==> src/bzi_pkg.sv <==
// ----------------------------------------------------------------------------
// bzi_pkg: shared definitions for barycentric z interpolation
// Default coordinate width and the control word that travels down the
// back half of the pipeline next to the data.
// ----------------------------------------------------------------------------
package bzi_pkg;

	localparam int COORD_BITS_DEF = 16;

	// control word per pipeline stage: valid, result sign, zero determinant
	typedef struct packed {
		logic vld;
		logic neg;
		logic degen;
	} bzi_ctl_t;

endpackage

==> src/bzi_div.sv <==
// ----------------------------------------------------------------------------
// bzi_div: pipelined restoring divider
// One overflow check stage, then one quotient bit per stage. Quotients too
// large for the saturating output only raise the overflow bit.
// ----------------------------------------------------------------------------
module bzi_div
	import bzi_pkg::*;
#(
	parameter int COORD_BITS = COORD_BITS_DEF
) (
	input  logic                         clk,
	input  logic                         arst_n,
	input  bzi_ctl_t                     in_ctl,
	input  logic [3*COORD_BITS+6:0]      num,
	input  logic [2*COORD_BITS+3:0]      div,
	input  logic signed [COORD_BITS-1:0] cz,
	output bzi_ctl_t                     out_ctl,
	output logic                         ovf,
	output logic [COORD_BITS+1:0]        quo,
	output logic signed [COORD_BITS-1:0] cz_o
);

	localparam int W    = COORD_BITS;
	localparam int QW   = W + 2;
	localparam int NUMW = 3 * W + 7;
	localparam int DVW  = 2 * W + 4;

	logic [NUMW-QW-1:0]  num_hi;

	bzi_ctl_t            ctl_sk [QW+1];
	logic                ovf_sk [QW+1];
	logic [DVW-1:0]      rem_sk [QW+1];
	logic [DVW-1:0]      div_sk [QW+1];
	logic [QW-1:0]       low_sk [QW+1];
	logic [QW-1:0]       quo_sk [QW+1];
	logic signed [W-1:0] cz_sk  [QW+1];

	assign num_hi = num[NUMW-1:QW];

	always_ff @(posedge clk or negedge arst_n) begin
		if (!arst_n) begin
			ctl_sk[0] <= '0;
		end else begin
			ctl_sk[0] <= in_ctl;
		end
	end

	// quotient fits QW bits exactly when the top part stays below the divisor
	always_ff @(posedge clk) begin
		ovf_sk[0] <= (num_hi >= {1'b0, div});
		rem_sk[0] <= num_hi[DVW-1:0];
		div_sk[0] <= div;
		low_sk[0] <= num[QW-1:0];
		quo_sk[0] <= '0;
		cz_sk[0]  <= cz;
	end

	for (genvar k = 0; k < QW; k++) begin : g_step
		logic [DVW:0] trial;
		logic         take;

		always_comb begin
			trial = {rem_sk[k], low_sk[k][QW-1]};
			take  = (trial >= {1'b0, div_sk[k]});
		end

		always_ff @(posedge clk or negedge arst_n) begin
			if (!arst_n) begin
				ctl_sk[k+1] <= '0;
			end else begin
				ctl_sk[k+1] <= ctl_sk[k];
			end
		end

		always_ff @(posedge clk) begin
			rem_sk[k+1] <= take ? DVW'(trial - {1'b0, div_sk[k]}) : trial[DVW-1:0];
			quo_sk[k+1] <= {quo_sk[k][QW-2:0], take};
			low_sk[k+1] <= {low_sk[k][QW-2:0], 1'b0};
			div_sk[k+1] <= div_sk[k];
			ovf_sk[k+1] <= ovf_sk[k];
			cz_sk[k+1]  <= cz_sk[k];
		end
	end

	assign out_ctl = ctl_sk[QW];
	assign ovf     = ovf_sk[QW];
	assign quo     = quo_sk[QW];
	assign cz_o    = cz_sk[QW];

endmodule

==> config.mk <==
export PLATFORM = sky130hd
export DESIGN_NAME = bzi_div
export DESIGN_NICKNAME = d
export VERILOG_FILES = /design/src/bzi_pkg.sv /design/src/bzi_div.sv
export SDC_FILE = /design/constraint.sdc
export NUM_CORES = 2
export LEC_CHECK = 0
export BUFFER_PORTS_ARGS = -buffer_cell sky130_fd_sc_hd__buf_2
export CORE_UTILIZATION = 30
export DETAILED_ROUTE_END_ITERATION = 10
export GPL_ROUTABILITY_DRIVEN = 0
export GPL_TIMING_DRIVEN = 1
export SYNTH_ARGS = -nofsm -noshare
export SYNTH_HDL_FRONTEND = slang
export SYNTH_SLANG_ARGS = --single-unit
==> constraint.sdc <==
create_clock -name clk -period 7.3 [get_ports clk]
set_input_delay 0.73 -clock clk [delete_from_list [all_inputs] [get_ports clk]]
set_output_delay 0.73 -clock clk [all_outputs]
set_load 0.02 [all_outputs]
Word-level counts from Yosys, hierarchy flattened
Memory sizes are Yosys's and may differ from the RTL's.
Cells that the tools add are included.
W data, S select, Z words.
{ "totals": {"register_bits": 57, "memories": 6, "inputBits": 112, "ramBits": 2375} }
{ "classes": {"order_cmp": 19, "addsub": 18, "mux": 18} }
{ "memory_table": {"columns": ["memory", "words", "word_bits", "read_ports", "rd_clocked_by_memory_dff", "write_ports", "line_no", "source"], "rows": [
  ["div_sk", 19, 36, 18, 0, 19, "bzi_div.sv:33", "logic [DVW-1:0] div_sk [QW+1];"],
  ["rem_sk", 19, 36, 18, 0, 19, "bzi_div.sv:32", "logic [DVW-1:0] rem_sk [QW+1];"],
  ["low_sk", 19, 18, 18, 0, 19, "bzi_div.sv:34", "logic [QW-1:0] low_sk [QW+1];"],
  ["quo_sk", 19, 18, 19, 0, 19, "bzi_div.sv:35", "logic [QW-1:0] quo_sk [QW+1];"],
  ["cz_sk", 19, 16, 19, 0, 19, "bzi_div.sv:36", "logic signed [W-1:0] cz_sk [QW+1];"],
  ["ovf_sk", 19, 1, 19, 0, 19, "bzi_div.sv:31", "logic ovf_sk [QW+1];"]
]} }
{ "op_table": {"columns": ["op", "n"], "rows": [
  ["$ge A37 B36 Y1", 19],
  ["$mux W36", 18],
  ["$sub A36 B36 Y36", 18]
]} }

Longest topological paths before layout
{ "depth": {"word_depth": 2, "ltp_mapped": 16} }

Least setup slack after synthesis
OpenSTA, ideal clock, no wires.
{ "synth_timing": {"path_kind": "register -> register", "startpoint": "memory div_sk[4][14] in the netlist's numbering", "endpoint": "memory rem_sk[5][17] in the netlist's numbering", "arrival_time_ns": 3.097, "path_stages_with_launch": 15, "setup_time_ns": 0.123, "setup_slack_ns": 4.079, "cell_sequence": "dfxtp_1 -> inv_1 -> ha_1 -> buf_2 -> a21o_1 -> a21o_1 -> a21o_1 -> a311o_1 -> nor2_2 -> o221ai_1 -> o21a_1 -> o2111a_1 -> a31oi_4 -> buf_6 -> mux2_1"} }
{ "synth_lines": {"columns": ["item", "line_no"], "rows": [
  ["from (decl)", "bzi_div.sv:33"],
  ["to (decl)", "bzi_div.sv:32"]
]} }

==> summary.txt <==
Synthesis
  – Fraction of synthesis flops using an asynchronous set or reset pin: 0.0282
  – Avg Cell Area, Syn: 9.78 sq um
  – Top FF cell, synth: dfxtp_1
  – YS warnings: 0
  – Post-synthesis cell type count: 92
  – Sequential fraction of the synthesis area: 0.496
  – EDFF count, synth: 0
  – Synth Register Bits: 2018
  – Mapped Nets: 9198
  – Synthesized instance count: 8385
  – Mapped Area: 82000 sq um

Detailed routing
  – Initial drt markers: 3858
  – Drt total wl: 176 mm
  – Vias per Instance: 4.66
  – DR pass1 iterations: 6
  – Post-route DRC: 0
  – Antenna-violating nets left: 0
  – DR WL/cell: 14.1 um
  – Via count: 58100

Clocking
  – CTS tree: built
  – Clock sink count: 2018
  – H-tree depth: 4
  – CTS Root Cell: clkbuf_16
  – Clock Pin Slew Worst Setup and Hold Paths: 0.06 ns
  – Post-CTS Resized: 0
  – CTS Buf Count: 224
  – Worst skew pair latency: 0.87 ns
  – Clock tree buffer depth: 4

Global route
  – Largest net degree at the start of global routing: 72
  – Tot GR Track Use: 0.124
  – GRT Residual Overflow: 0
  – First-pass GRT wire length: 287 mm
  – Vias in the first global route: 58300
  – Initial antenna violation count: 4

Timing
  – RSZ-0062 raised after global routing: no
  – Fin. Hold Viols: 0
  – Fin. max-slew vios: 0
  – Max Clock Freq: 0.215 GHz
  – Fin crit period: 4.66 ns
  – Worst-margin pin slew: 1.33 ns
  – Setup TNS: 0 ns
  – Slew HR: 0.0919
  – Setup Skew: 0.0509 ns
  – Fin crit share: 0.639
  – Final setup violation count: 0

Placed design
  – Placed instance area: 86600 sq um
  – IO Port Bufs: 149
  – Post-DP HPWL: 133 mm
  – Dpl cells: 11900

Finish
  – Post-layout util: 0.353
  – Area Growth Syn to Fin: 16.7%
  – Multi-input logic area: 37300 sq um
  – Non-filler instance count after layout: 12500
  – Fraction of layout cells with a size suffix above 1: 0.0870
  – Final instance area: 95600 sq um
  – Final nets: 9511
  – Sequential cell area: 40700 sq um
  – Fillers: 26500

Worst setup path
  – Worst setup endpoint: rem_sk[2][10]
  – Slack of the worst reg-to-reg path: 2.64 ns
  – Critical path data arrival time: 5.40 ns
  – Max FO, Critical Path: 36
  – Critical path endpoint category: flip-flop
  – WP data required: 8.04 ns
  – Worst Setup SP: div_sk[1][1]
  – RR Startpoint: div_sk[1][1]
  – R2R depth: 13
  – Worst flop-to-flop path endpoint: rem_sk[2][10]
  – CP Launch Type: flip-flop
  – Crit path kind: reg -> reg

Die
  – Initial Utilization: 0.302
  – Die height: 525 um
  – Ports: 150
  – Core Area: 271000 sq um
  – Rows: 191
  – Die Area: 275000 sq um
  – Die Width: 525 um

Status
  – Status: finished clean

Power
  – Power per standard cell area: 484 nW/um^2
  – IR drop worst, VDD: 218 uV
  – Leak: 0.0437 uW

Worst hold path
  – Worst hold path type: in -> reg

Run
  – Max_cap viols: 0
## worst min path at each step
| stage | slack, ns | endpoint | start | cells after the start |
|---|---|---|---|---|
| floorplan | 0.31 | cz_sk[10][0] | cz_sk[9][0] | 0 |
| global placement | 0.31 | cz_sk[8][0] | cz_sk[7][0] | 0 |
| detailed placement | 0.31 | cz_sk[3][7] | cz_sk[2][7] | 0 |
| CTS | 0.007 | low_sk[0][10] | num[10] | 1 |
| global route | 0.04 | low_sk[0][10] | num[10] | 1 |
| finish | 0.13 | low_sk[0][10] | num[10] | 1 |
## per-layer routing
metal,track usage,vias to the layer above,wire (um)
met4,0.0708,2,9840
met1,0.140,26600,75400
met5,0,-,11
met3,0.0195,534,7610
li1,-,29400,-
met2,0.220,1561,83300
## placed cells by master, fill, tap and decap left out, drive strengths merged, types with 29 or more instances in the layout
cell type	n
buf	168
nor2	365
a211oi	40
nand3	120
dfrtp	57
o21bai	101
dfxtp	1961
a21o	349
mux2	170
nand2b	83
nor3	57
inv	865
o31ai	49
nand4	114
xnor2	295
nor2b	109
o21ai	620
and3	67
and2	29
bufinv	32
a31oi	82
nand2	638
o21a	72
xor2	225
ha	684
clkinv	56
clkbuf	302
a21oi	669
dlygate4sd3	109
## layout make-up
cell class	instances	share of cell area
multi-input cells	5324	0.390
clock buffers	302	0.0669
repair buffers	277	0.0207
clock inverters	109	0.0163
diodes	8	0.000209
inverters	853	0.0335
well taps	3570	0.0467
flip-flops and latches	2018	0.425
## critical path: stages, from the launching register on
cell and delay (ns):
dfxtp_1 0.38, inv_1 0.07, ha_1 0.30, nor2b_1 0.16
o31ai_1 0.26, a21oi_1 0.17, o32ai_1 0.42, a211oi_1 0.16
o31ai_1 0.62, o211a_1 0.25, o21bai_1 0.16, a41oi_4 0.77
buf_4 0.43, mux2_2 0.37
## report_power, final
group / internal, uW / switching, uW / total (uW)
clock: 7300 / 4540 / 11800
combinational: 8450 / 10800 / 19200
sequential: 13800 / 1410 / 15200
total: 29600 / 16700 / 46300
## cells in the mapped netlist, drive strengths merged (27+ instances only)
library cell,instances,area (sq um)
nor2b,109,682
nand3,120,601
clkbuf,123,468
a211oi,40,300
dfxtp,1961,39300
nand4,114,713
and2,29,181
xor2,225,1970
o21ai,620,3110
mux2,170,1910
buf,67,385
o31ai,49,383
ha,684,8560
nor3,57,285
nand2,638,2390
nor2,365,1370
a31oi,82,556
a21o,349,2620
o21a,72,541
and3,67,419
dfrtp,57,1430
o21bai,101,758
xnor2,295,2580
a21oi,669,3370
nand2b,83,519
inv,853,3200
or3,27,169
## cell families (layout without fill, tap and decap cells)
| group | count (synthesis) | count (layout) | share of synthesized area |
|---|---|---|---|
| compound gates | 2199 | 2199 | 0.165 |
| xor+xnor | 520 | 520 | 0.0556 |
| fa+ha+maj | 701 | 701 | 0.109 |
| buf+inv | 1043 | 1541 | 0.0495 |
| flops | 2018 | 2018 | 0.496 |
| mux | 189 | 189 | 0.0257 |
| other cells | 0 | 8 | 0 |
| simple gates | 1715 | 1715 | 0.0993 |
## flip-flops by register name (all words and copies together), names as in the netlist
name,count
ovf_sk,19
ctl_sk,54
div_sk,648
low_sk,171
rem_sk,648
cz_sk,304
out_ctl,3
quo_sk,171
## what timing repair did
| action | CTS | global route |
|---|---|---|
| hold buffers | 109 | 0 |
| buffers inserted | 0 | 0 |
| endpoints found under the hold margin | 165 | 0 |
## stage by stage
| stage | hold slack [ns] | setup WS (ns) | power [uW] |
|---|---|---|---|
| after global routing | 0.0437 | 2.24 | 49700 |
| after CTS | 0.00712 | 2.63 | 46600 |
| after floorplan | 0.310 | 4.08 | 30200 |
| final | 0.128 | 2.64 | 46300 |
| after detailed placement | 0.312 | 2.66 | 34300 |
| after global placement | 0.310 | 2.67 | 33900 |
No activity file was read; power rests on OpenSTA's default activity.
