$ cat src/bzi_pkg.sv
// ----------------------------------------------------------------------------
// bzi_pkg: shared definitions for barycentric z interpolation
// Default coordinate width and the control word that travels down the
// back half of the pipeline next to the data.
// ----------------------------------------------------------------------------
package bzi_pkg;

	localparam int COORD_BITS_DEF = 16;

	// control word per pipeline stage: valid, result sign, zero determinant
	typedef struct packed {
		logic vld;
		logic neg;
		logic degen;
	} bzi_ctl_t;

endpackage

$ cat src/bzi_numer.sv
// ----------------------------------------------------------------------------
// bzi_numer: weighted numerator and divider operands
// Split products of N1*(az-cz) and N2*(bz-cz), their sum N, then the
// rounded-division operands 2|N|+|D| and 2|D| with the result sign.
// ----------------------------------------------------------------------------
module bzi_numer
	import bzi_pkg::*;
#(
	parameter int COORD_BITS = COORD_BITS_DEF
) (
	input  logic                           clk,
	input  logic                           arst_n,
	input  logic                           in_vld,
	input  logic signed [2*COORD_BITS+2:0] d,
	input  logic signed [2*COORD_BITS+2:0] n1,
	input  logic signed [2*COORD_BITS+2:0] n2,
	input  logic signed [COORD_BITS:0]     azc,
	input  logic signed [COORD_BITS:0]     bzc,
	input  logic signed [COORD_BITS-1:0]   cz,
	output bzi_ctl_t                       out_ctl,
	output logic [3*COORD_BITS+6:0]        num,
	output logic [2*COORD_BITS+3:0]        div,
	output logic signed [COORD_BITS-1:0]   cz_o
);

	localparam int W    = COORD_BITS;
	localparam int CW   = 2 * W + 3;
	localparam int H    = W + 2;
	localparam int LW   = H + W + 1;
	localparam int HW   = 2 * W + 2;
	localparam int MW   = 3 * W + 4;
	localparam int NW   = 3 * W + 5;
	localparam int NUMW = NW + 2;
	localparam int DVW  = CW + 1;

	logic                 vld_s1, vld_s2, vld_s3;
	logic signed [LW-1:0] p1lo_s1, p2lo_s1;
	logic signed [HW-1:0] p1hi_s1, p2hi_s1;
	logic signed [CW-1:0] d_s1, d_s2, d_s3;
	logic signed [W-1:0]  cz_s1, cz_s2, cz_s3, cz_s4;
	logic signed [MW-1:0] m1_s2, m2_s2;
	logic signed [NW-1:0] n_s3;
	bzi_ctl_t             ctl_s4;
	logic [NUMW-1:0]      num_s4;
	logic [DVW-1:0]       div_s4;
	logic [NW-1:0]        an;
	logic [CW-1:0]        ad;

	always_ff @(posedge clk or negedge arst_n) begin
		if (!arst_n) begin
			vld_s1 <= 1'b0;
			vld_s2 <= 1'b0;
			vld_s3 <= 1'b0;
			ctl_s4 <= '0;
		end else begin
			vld_s1     <= in_vld;
			vld_s2     <= vld_s1;
			vld_s3     <= vld_s2;
			ctl_s4.vld <= vld_s3;
			ctl_s4.neg <= n_s3[NW-1] ^ d_s3[CW-1];
			ctl_s4.degen <= (d_s3 == '0);
		end
	end

	// cut each wide numerator into an unsigned low part and a signed high part, then multiply each part
	always_ff @(posedge clk) begin
		p1lo_s1 <= $signed({1'b0, n1[H-1:0]}) * azc;
		p1hi_s1 <= $signed(n1[CW-1:H]) * azc;
		p2lo_s1 <= $signed({1'b0, n2[H-1:0]}) * bzc;
		p2hi_s1 <= $signed(n2[CW-1:H]) * bzc;
		d_s1    <= d;
		cz_s1   <= cz;
	end

	always_ff @(posedge clk) begin
		m1_s2 <= $signed({p1hi_s1, {H{1'b0}}}) + p1lo_s1;
		m2_s2 <= $signed({p2hi_s1, {H{1'b0}}}) + p2lo_s1;
		d_s2  <= d_s1;
		cz_s2 <= cz_s1;
	end

	always_ff @(posedge clk) begin
		n_s3  <= m1_s2 + m2_s2;
		d_s3  <= d_s2;
		cz_s3 <= cz_s2;
	end

	always_comb begin
		an = n_s3[NW-1] ? NW'(-n_s3) : NW'(n_s3);
		ad = d_s3[CW-1] ? CW'(-d_s3) : CW'(d_s3);
	end

	// round half away from zero: (2|N| + |D|) / (2|D|)
	always_ff @(posedge clk) begin
		num_s4 <= {an, 1'b0} + NUMW'(ad);
		div_s4 <= {ad, 1'b0};
		cz_s4  <= cz_s3;
	end

	assign out_ctl = ctl_s4;
	assign num     = num_s4;
	assign div     = div_s4;
	assign cz_o    = cz_s4;

endmodule

$ cat config.mk
export PLATFORM = sky130hd
export DESIGN_NAME = bzi_numer
export DESIGN_NICKNAME = d
export VERILOG_FILES = /design/src/bzi_pkg.sv /design/src/bzi_numer.sv
export SDC_FILE = /design/constraint.sdc
export NUM_CORES = 2
export LEC_CHECK = 0
export BUFFER_PORTS_ARGS = -buffer_cell sky130_fd_sc_hd__buf_2
export CORE_MARGIN = 2
export CORE_UTILIZATION = 47
export CTS_CLUSTER_SIZE = 28
export DETAILED_ROUTE_END_ITERATION = 7
export PLACE_DENSITY = 0.66
export SYNTH_ARGS = -nofsm -noshare
export SYNTH_HDL_FRONTEND = slang
export SYNTH_SLANG_ARGS = --single-unit
$ cat constraint.sdc
create_clock -name clk -period 4.6 [get_ports clk]
set_clock_uncertainty 0.05 [all_clocks]
set_input_delay 0.23 -clock clk [delete_from_list [all_inputs] [get_ports clk]]
set_output_delay 0.23 -clock clk [all_outputs]
set_load 0.05 [all_outputs]
-- Word level (Yosys, flattened, before mapping)
Index checks and enable logic that the tools add are counted.
- register bits after elaboration: 560
- bits of input ports: 158
- word-level logic and storage cells: 36
- reductions and logical operators: 1
- bitwise gates (word level): 1
- add/subtract/negate cells: 6
- mux-type cells: 2
- multiply operators: 4
- operators by type and width (cell ; count):
    52-bit by 35-bit adder with 52-bit output ; 2
    19-bit by 17-bit multiplier with 35-bit output ; 2
    17-bit by 17-bit multiplier with 34-bit output ; 2
    54-bit by 35-bit adder with 55-bit output ; 1
    52-bit by 52-bit adder with 53-bit output ; 1
    53-bit 2-to-1 mux ; 1
    53-bit negator ; 1
    35-bit zero test ; 1
    35-bit 2-to-1 mux ; 1
    35-bit negator ; 1
    1-bit bitwise XOR ; 1

-- Logic depth before layout (Yosys ltp)
- word-level depth: 3
- depth in mapped cells: 26
- mapped depth without buffers: 25

-- Worst setup path before layout
OpenSTA, ideal clock, no wires.
- kind: input-to-reg
- start: input port bzc[8]
- end: register p2lo_s1[33]
- slack: -1589 ps
- stages: 26
- required time: 4423 ps
- buffers on the path: 2
- arrival time: 6013 ps
- cell sequence: clkbuf_1 clkbuf_1 nand2_1 fa_1 inv_1 fa_1 inv_1 fa_1 inv_1 fa_1 fa_1 inv_1 fa_1 inv_1 ha_1 a21o_1 a21o_1 a21oi_1 o21ai_0 o2111ai_1 a21oi_1 a211o_1 o311a_1 nor2b_1 o21ai_0 xor2_1
- word-level cells in the longest chain between the ends: 1
- ends and longest elaborated chain (element ; line ; text):
    start: declaration ; bzi_numer.sv:18 ; input logic signed [COORD_BITS:0] bzc,
    19-bit by 17-bit multiplier with 35-bit output ; bzi_numer.sv:69 ; p2lo_s1 <= $signed({1'b0, n2[H-1:0]}) * bzc;
    end signal: assignment ; bzi_numer.sv:69 ;
    end: declaration ; bzi_numer.sv:37 ; logic signed [LW-1:0] p1lo_s1, p2lo_s1;
Every way passes these cells.

-- Final worst setup path
- start: input port azc[5]
- end: register p1lo_s1[23]
- word-level cells in the longest chain between the ends: 1
- ends and longest elaborated chain (element ; line ; text):
    start: declaration ; bzi_numer.sv:17 ; input logic signed [COORD_BITS:0] azc,
    19-bit by 17-bit multiplier with 35-bit output ; bzi_numer.sv:67 ; p1lo_s1 <= $signed({1'b0, n1[H-1:0]}) * azc;
    end signal: assignment ; bzi_numer.sv:67 ;
    end: declaration ; bzi_numer.sv:37 ;
Every way passes these cells.

==> flow_metrics.env <==
export IMPL_post_synth_top_area_cell="sky130_fd_sc_hd__fa_1"
export IMPL_yosys_area_share_simple_pct=14.38
export IMPL_gpl_final_weighted_congestion=0.9236
export IMPL_timing_final_max_slew_violations=0
export IMPL_tritoncts="done"
export IMPL_max_freq_mhz=188.3
export IMPL_netlist_top_cells_area="sky130_fd_sc_hd__fa_1, sky130_fd_sc_hd__dfxtp_1, sky130_fd_sc_hd__ha_1"
export IMPL_final_layout_size_suffix_gt1_share_pct=22.94
export IMPL_run_status="complete, but fails checks"
export IMPL_cts_root_cell="sky130_fd_sc_hd__clkbuf_16"
export IMPL_delay_of_the_slowest_cell_on_the_worst_path_ps=540
export IMPL_area_fraction_in_compound_gates_after_synthesis_pct=7.878
export IMPL_cts_made_buffers=55
export IMPL_routed_wirelength_um=160100
export IMPL_clkTransAtPathRegs_ps=70
export IMPL_detail_route_first_pass_iterations=5
export IMPL_antenna_violations_before_repair=1
export IMPL_worst_pin_slew_ps=1410
export IMPL_finalSetupViolCount=80
export IMPL_async_flop_share_pct=1.073
export IMPL_fill_cells=11100
export IMPL_dpl_instance_area_um2=71200
export IMPL_synth_top_cells_by_count="sky130_fd_sc_hd__inv_1, sky130_fd_sc_hd__fa_1, sky130_fd_sc_hd__nand2_1, sky130_fd_sc_hd__and2_1, sky130_fd_sc_hd__ha_1"
export IMPL_setup_total_negative_slack_ps=-30460
export IMPL_remaining_max_slew_budget_at_the_tightest_pin_pct=5.164
export IMPL_core_area_um2=131500
export IMPL_syn_mean_instance_area_um2=9.561
export IMPL_design_portCount=268
export IMPL_register_area_um2=11220
export IMPL_synth_xor_xnor_area_share_pct=5.158
export IMPL_maximum_number_of_pins_on_one_net_before_global_route_repair=26
export IMPL_multi_input_area_um2=48660
export IMPL_area_delta_synth_final_pct=25.42
export IMPL_grt_first_pass_wirelength_um=260800
export IMPL_post_synth_instance_area_um2=62290
export IMPL_synth_top_family_by_area="adder cells"
export IMPL_layout_min_cycle_time_ps=5309
export IMPL_synth_cell_types=83
export IMPL_hold_path_class="in2reg"
export IMPL_initial_utilization_pct=47.38
export IMPL_cts_h_tree_depth=2
export IMPL_netlist_area_leader_share_pct=34.52
export IMPL_first_global_vias=51130
export IMPL_overall_global_routing_resource_usage_pct=23.84
export IMPL_max_cap_viol_count=0
export IMPL_setup_worst_path_class="in2reg"
export IMPL_violations="negative setup slack"
export IMPL_top_flip_flop_cell_by_instance_count_after_synthesis="sky130_fd_sc_hd__dfxtp_1"
export IMPL_setup_worst_path_end_class="register"
export IMPL_placementRows=133
export IMPL_die_area_um2=135500
export IMPL_clock_sink_count=559
export IMPL_drtAntennaViolNets=0
export IMPL_post_synth_mux_area_share_pct=0.04821
export IMPL_report_final_hold_viol_count=0
export IMPL_synth_most_common_cell="sky130_fd_sc_hd__inv_1"
export IMPL_critical_path_slowest_cell="sky130_fd_sc_hd__fa_1"
export IMPL_die_height_um=368.1
export IMPL_num_nets_final=9331
export IMPL_required_ps=5150
export IMPL_dieWidth_um=368.1
export IMPL_worst_setup_path_start_kind="input port"
export IMPL_netlist_instances=6515
export IMPL_remaining_drc_errors=0
export IMPL_seq_area_frac_synth_pct=18.01
export IMPL_number_of_drc_markers_after_the_initial_detailed_route_iteration=2363
export IMPL_final_area_um2=78120
export IMPL_postSynthRegisterBits=559
export IMPL_post_route_period_util_pct=115.4
export IMPL_global_route_overflow_total=0
export IMPL_cp_max_fo=5
export IMPL_yosysWarnings=0
export IMPL_viasPerCell=5.103
export IMPL_port_buffers=266
export IMPL_post_route_worst_setup_slack_ps=-709.3
export IMPL_dr_vias=47580
export IMPL_worst_skew_pair_late_latency_ps=670
export IMPL_unrepaired_setup_endpoints_after_global_routing="yes"
export IMPL_hpwl_um=128400
export IMPL_wl_per_cell_um=17.17
export IMPL_crit_arrival_ps=5860
export IMPL_yosys_area_share_adder_pct=46.05
export IMPL_clock_path_buffers=3
export IMPL_number_of_synthesized_flops_with_an_enable_pin=0
[layout by cell type, fill, tap and decap left out, types with 108 or more instances in the layout]
cell type,synthesis,final
sky130_fd_sc_hd__inv_1,1185,1132
sky130_fd_sc_hd__and2_1,594,550
sky130_fd_sc_hd__o21ai_0,155,108
sky130_fd_sc_hd__a21oi_1,214,155
sky130_fd_sc_hd__nor2_1,194,173
sky130_fd_sc_hd__dfxtp_1,553,550
sky130_fd_sc_hd__a21o_1,121,121
sky130_fd_sc_hd__buf_2,1,204
sky130_fd_sc_hd__fa_1,1074,1025
sky130_fd_sc_hd__buf_4,2,728
sky130_fd_sc_hd__xnor2_1,281,246
sky130_fd_sc_hd__nand2_1,686,648
sky130_fd_sc_hd__ha_1,574,505
[critical path, delay by kind of cell]
| kind | cells | cell delay (ps) |
|---|---|---|
| adder cells (fa/ha/maj) | 7 | 3280 |
| buffers and inverters | 14 | 1330 |
| AO/OA/AOI/OAI | 6 | 760 |
| XOR/XNOR | 1 | 150 |
| AND/OR/NAND/NOR | 1 | 130 |
[layout make-up]
| class | count | share of cell area [%] |
|---|---|---|
| Multi-Input combinational cell | 4564 | 62.29 |
| Clock buffer | 73 | 1.963 |
| Inverter | 1186 | 5.701 |
| Sequential cell | 559 | 14.37 |
| Clock inverter | 26 | 0.4933 |
| Timing Repair Buffer | 1159 | 12.37 |
| Antenna cell | 3 | 0.009609 |
| Tap cell | 1755 | 2.811 |
[timing repair]
item	CTS	global route
buffers inserted	86	53
setup endpoints to repair	102	107
hold buffers	55	0
gates cloned	5	5
pin swaps	274	254
resized for setup	477	320
hold endpoints to repair	59	0
[path summary, 6_finish.rpt]
kind | from | end | slack [ps] | cells past startpoint
min | n2[18] | p2hi_s1[0] | 70 | 4
min reg2reg | p1lo_s1[6] | m1_s2[6] | 270 | 0
max in group asynchronous | arst_n | out_ctl[1] | 3840 | 3
max | azc[5] | p1lo_s1[23] | -710 | 29
min in group asynchronous | arst_n | out_ctl[2] | 450 | 3
max reg2reg | d_s3[9] | num[45] | -250 | 19
[per-layer routing]
metal / vias up / part of all wire (%) / wire length, um / GRT usage (%)
met1: 24010 / 41 / 66280 / 30.36
li1: 22190 / - / - / -
met5: - / 0 / 0 / 0
met2: 1119 / 51 / 82020 / 42.86
met3: 268 / 4.7 / 7564 / 2.721
met4: 0 / 2.6 / 4216 / 6.107
[logic make-up (layout without fill, tap and decap cells)]
group                      count (synthesis)  after routing
AOI/OAI and AO/OA                        761            761
xor gates and xnor gates                 366            366
adders and majority gates               1648           1648
buffers and inverters                   1393           2444
DFF                                      559            559
muxes                                      3              3
other                                      1              5
and+or+nand+nor                         1784           1784
[state kept, by name, summed over array words and instances (netlist names), 3 cells and up]
register  flops
p1lo_s1      35
cz_o         16
cz_s1        16
p2hi_s1      34
n_s3         53
div          34
num          55
d_s1         35
out_ctl       3
cz_s3        16
p1hi_s1      34
p2lo_s1      35
m1_s2        52
cz_s2        16
d_s2         35
d_s3         35
m2_s2        52
[stage by stage]
stage / util (%) / hold WS (ps) / setup slack (ps) / cells
floorplan: - / -115.6 / -1162 / 6516
finish: 59.43 / 68.66 / -709.3 / 9325
CTS: 58.07 / 28.92 / -690.6 / 9283
global route: 59.42 / 75.81 / -887.6 / 9322
detailed placement: 54.16 / 7.230 / -1724 / 9045
global placement: 54.16 / 4.543 / -1665 / 9045
Power is not shown: default switching activity piles up to over one toggle a cycle in this logic, so the estimate is an artifact.
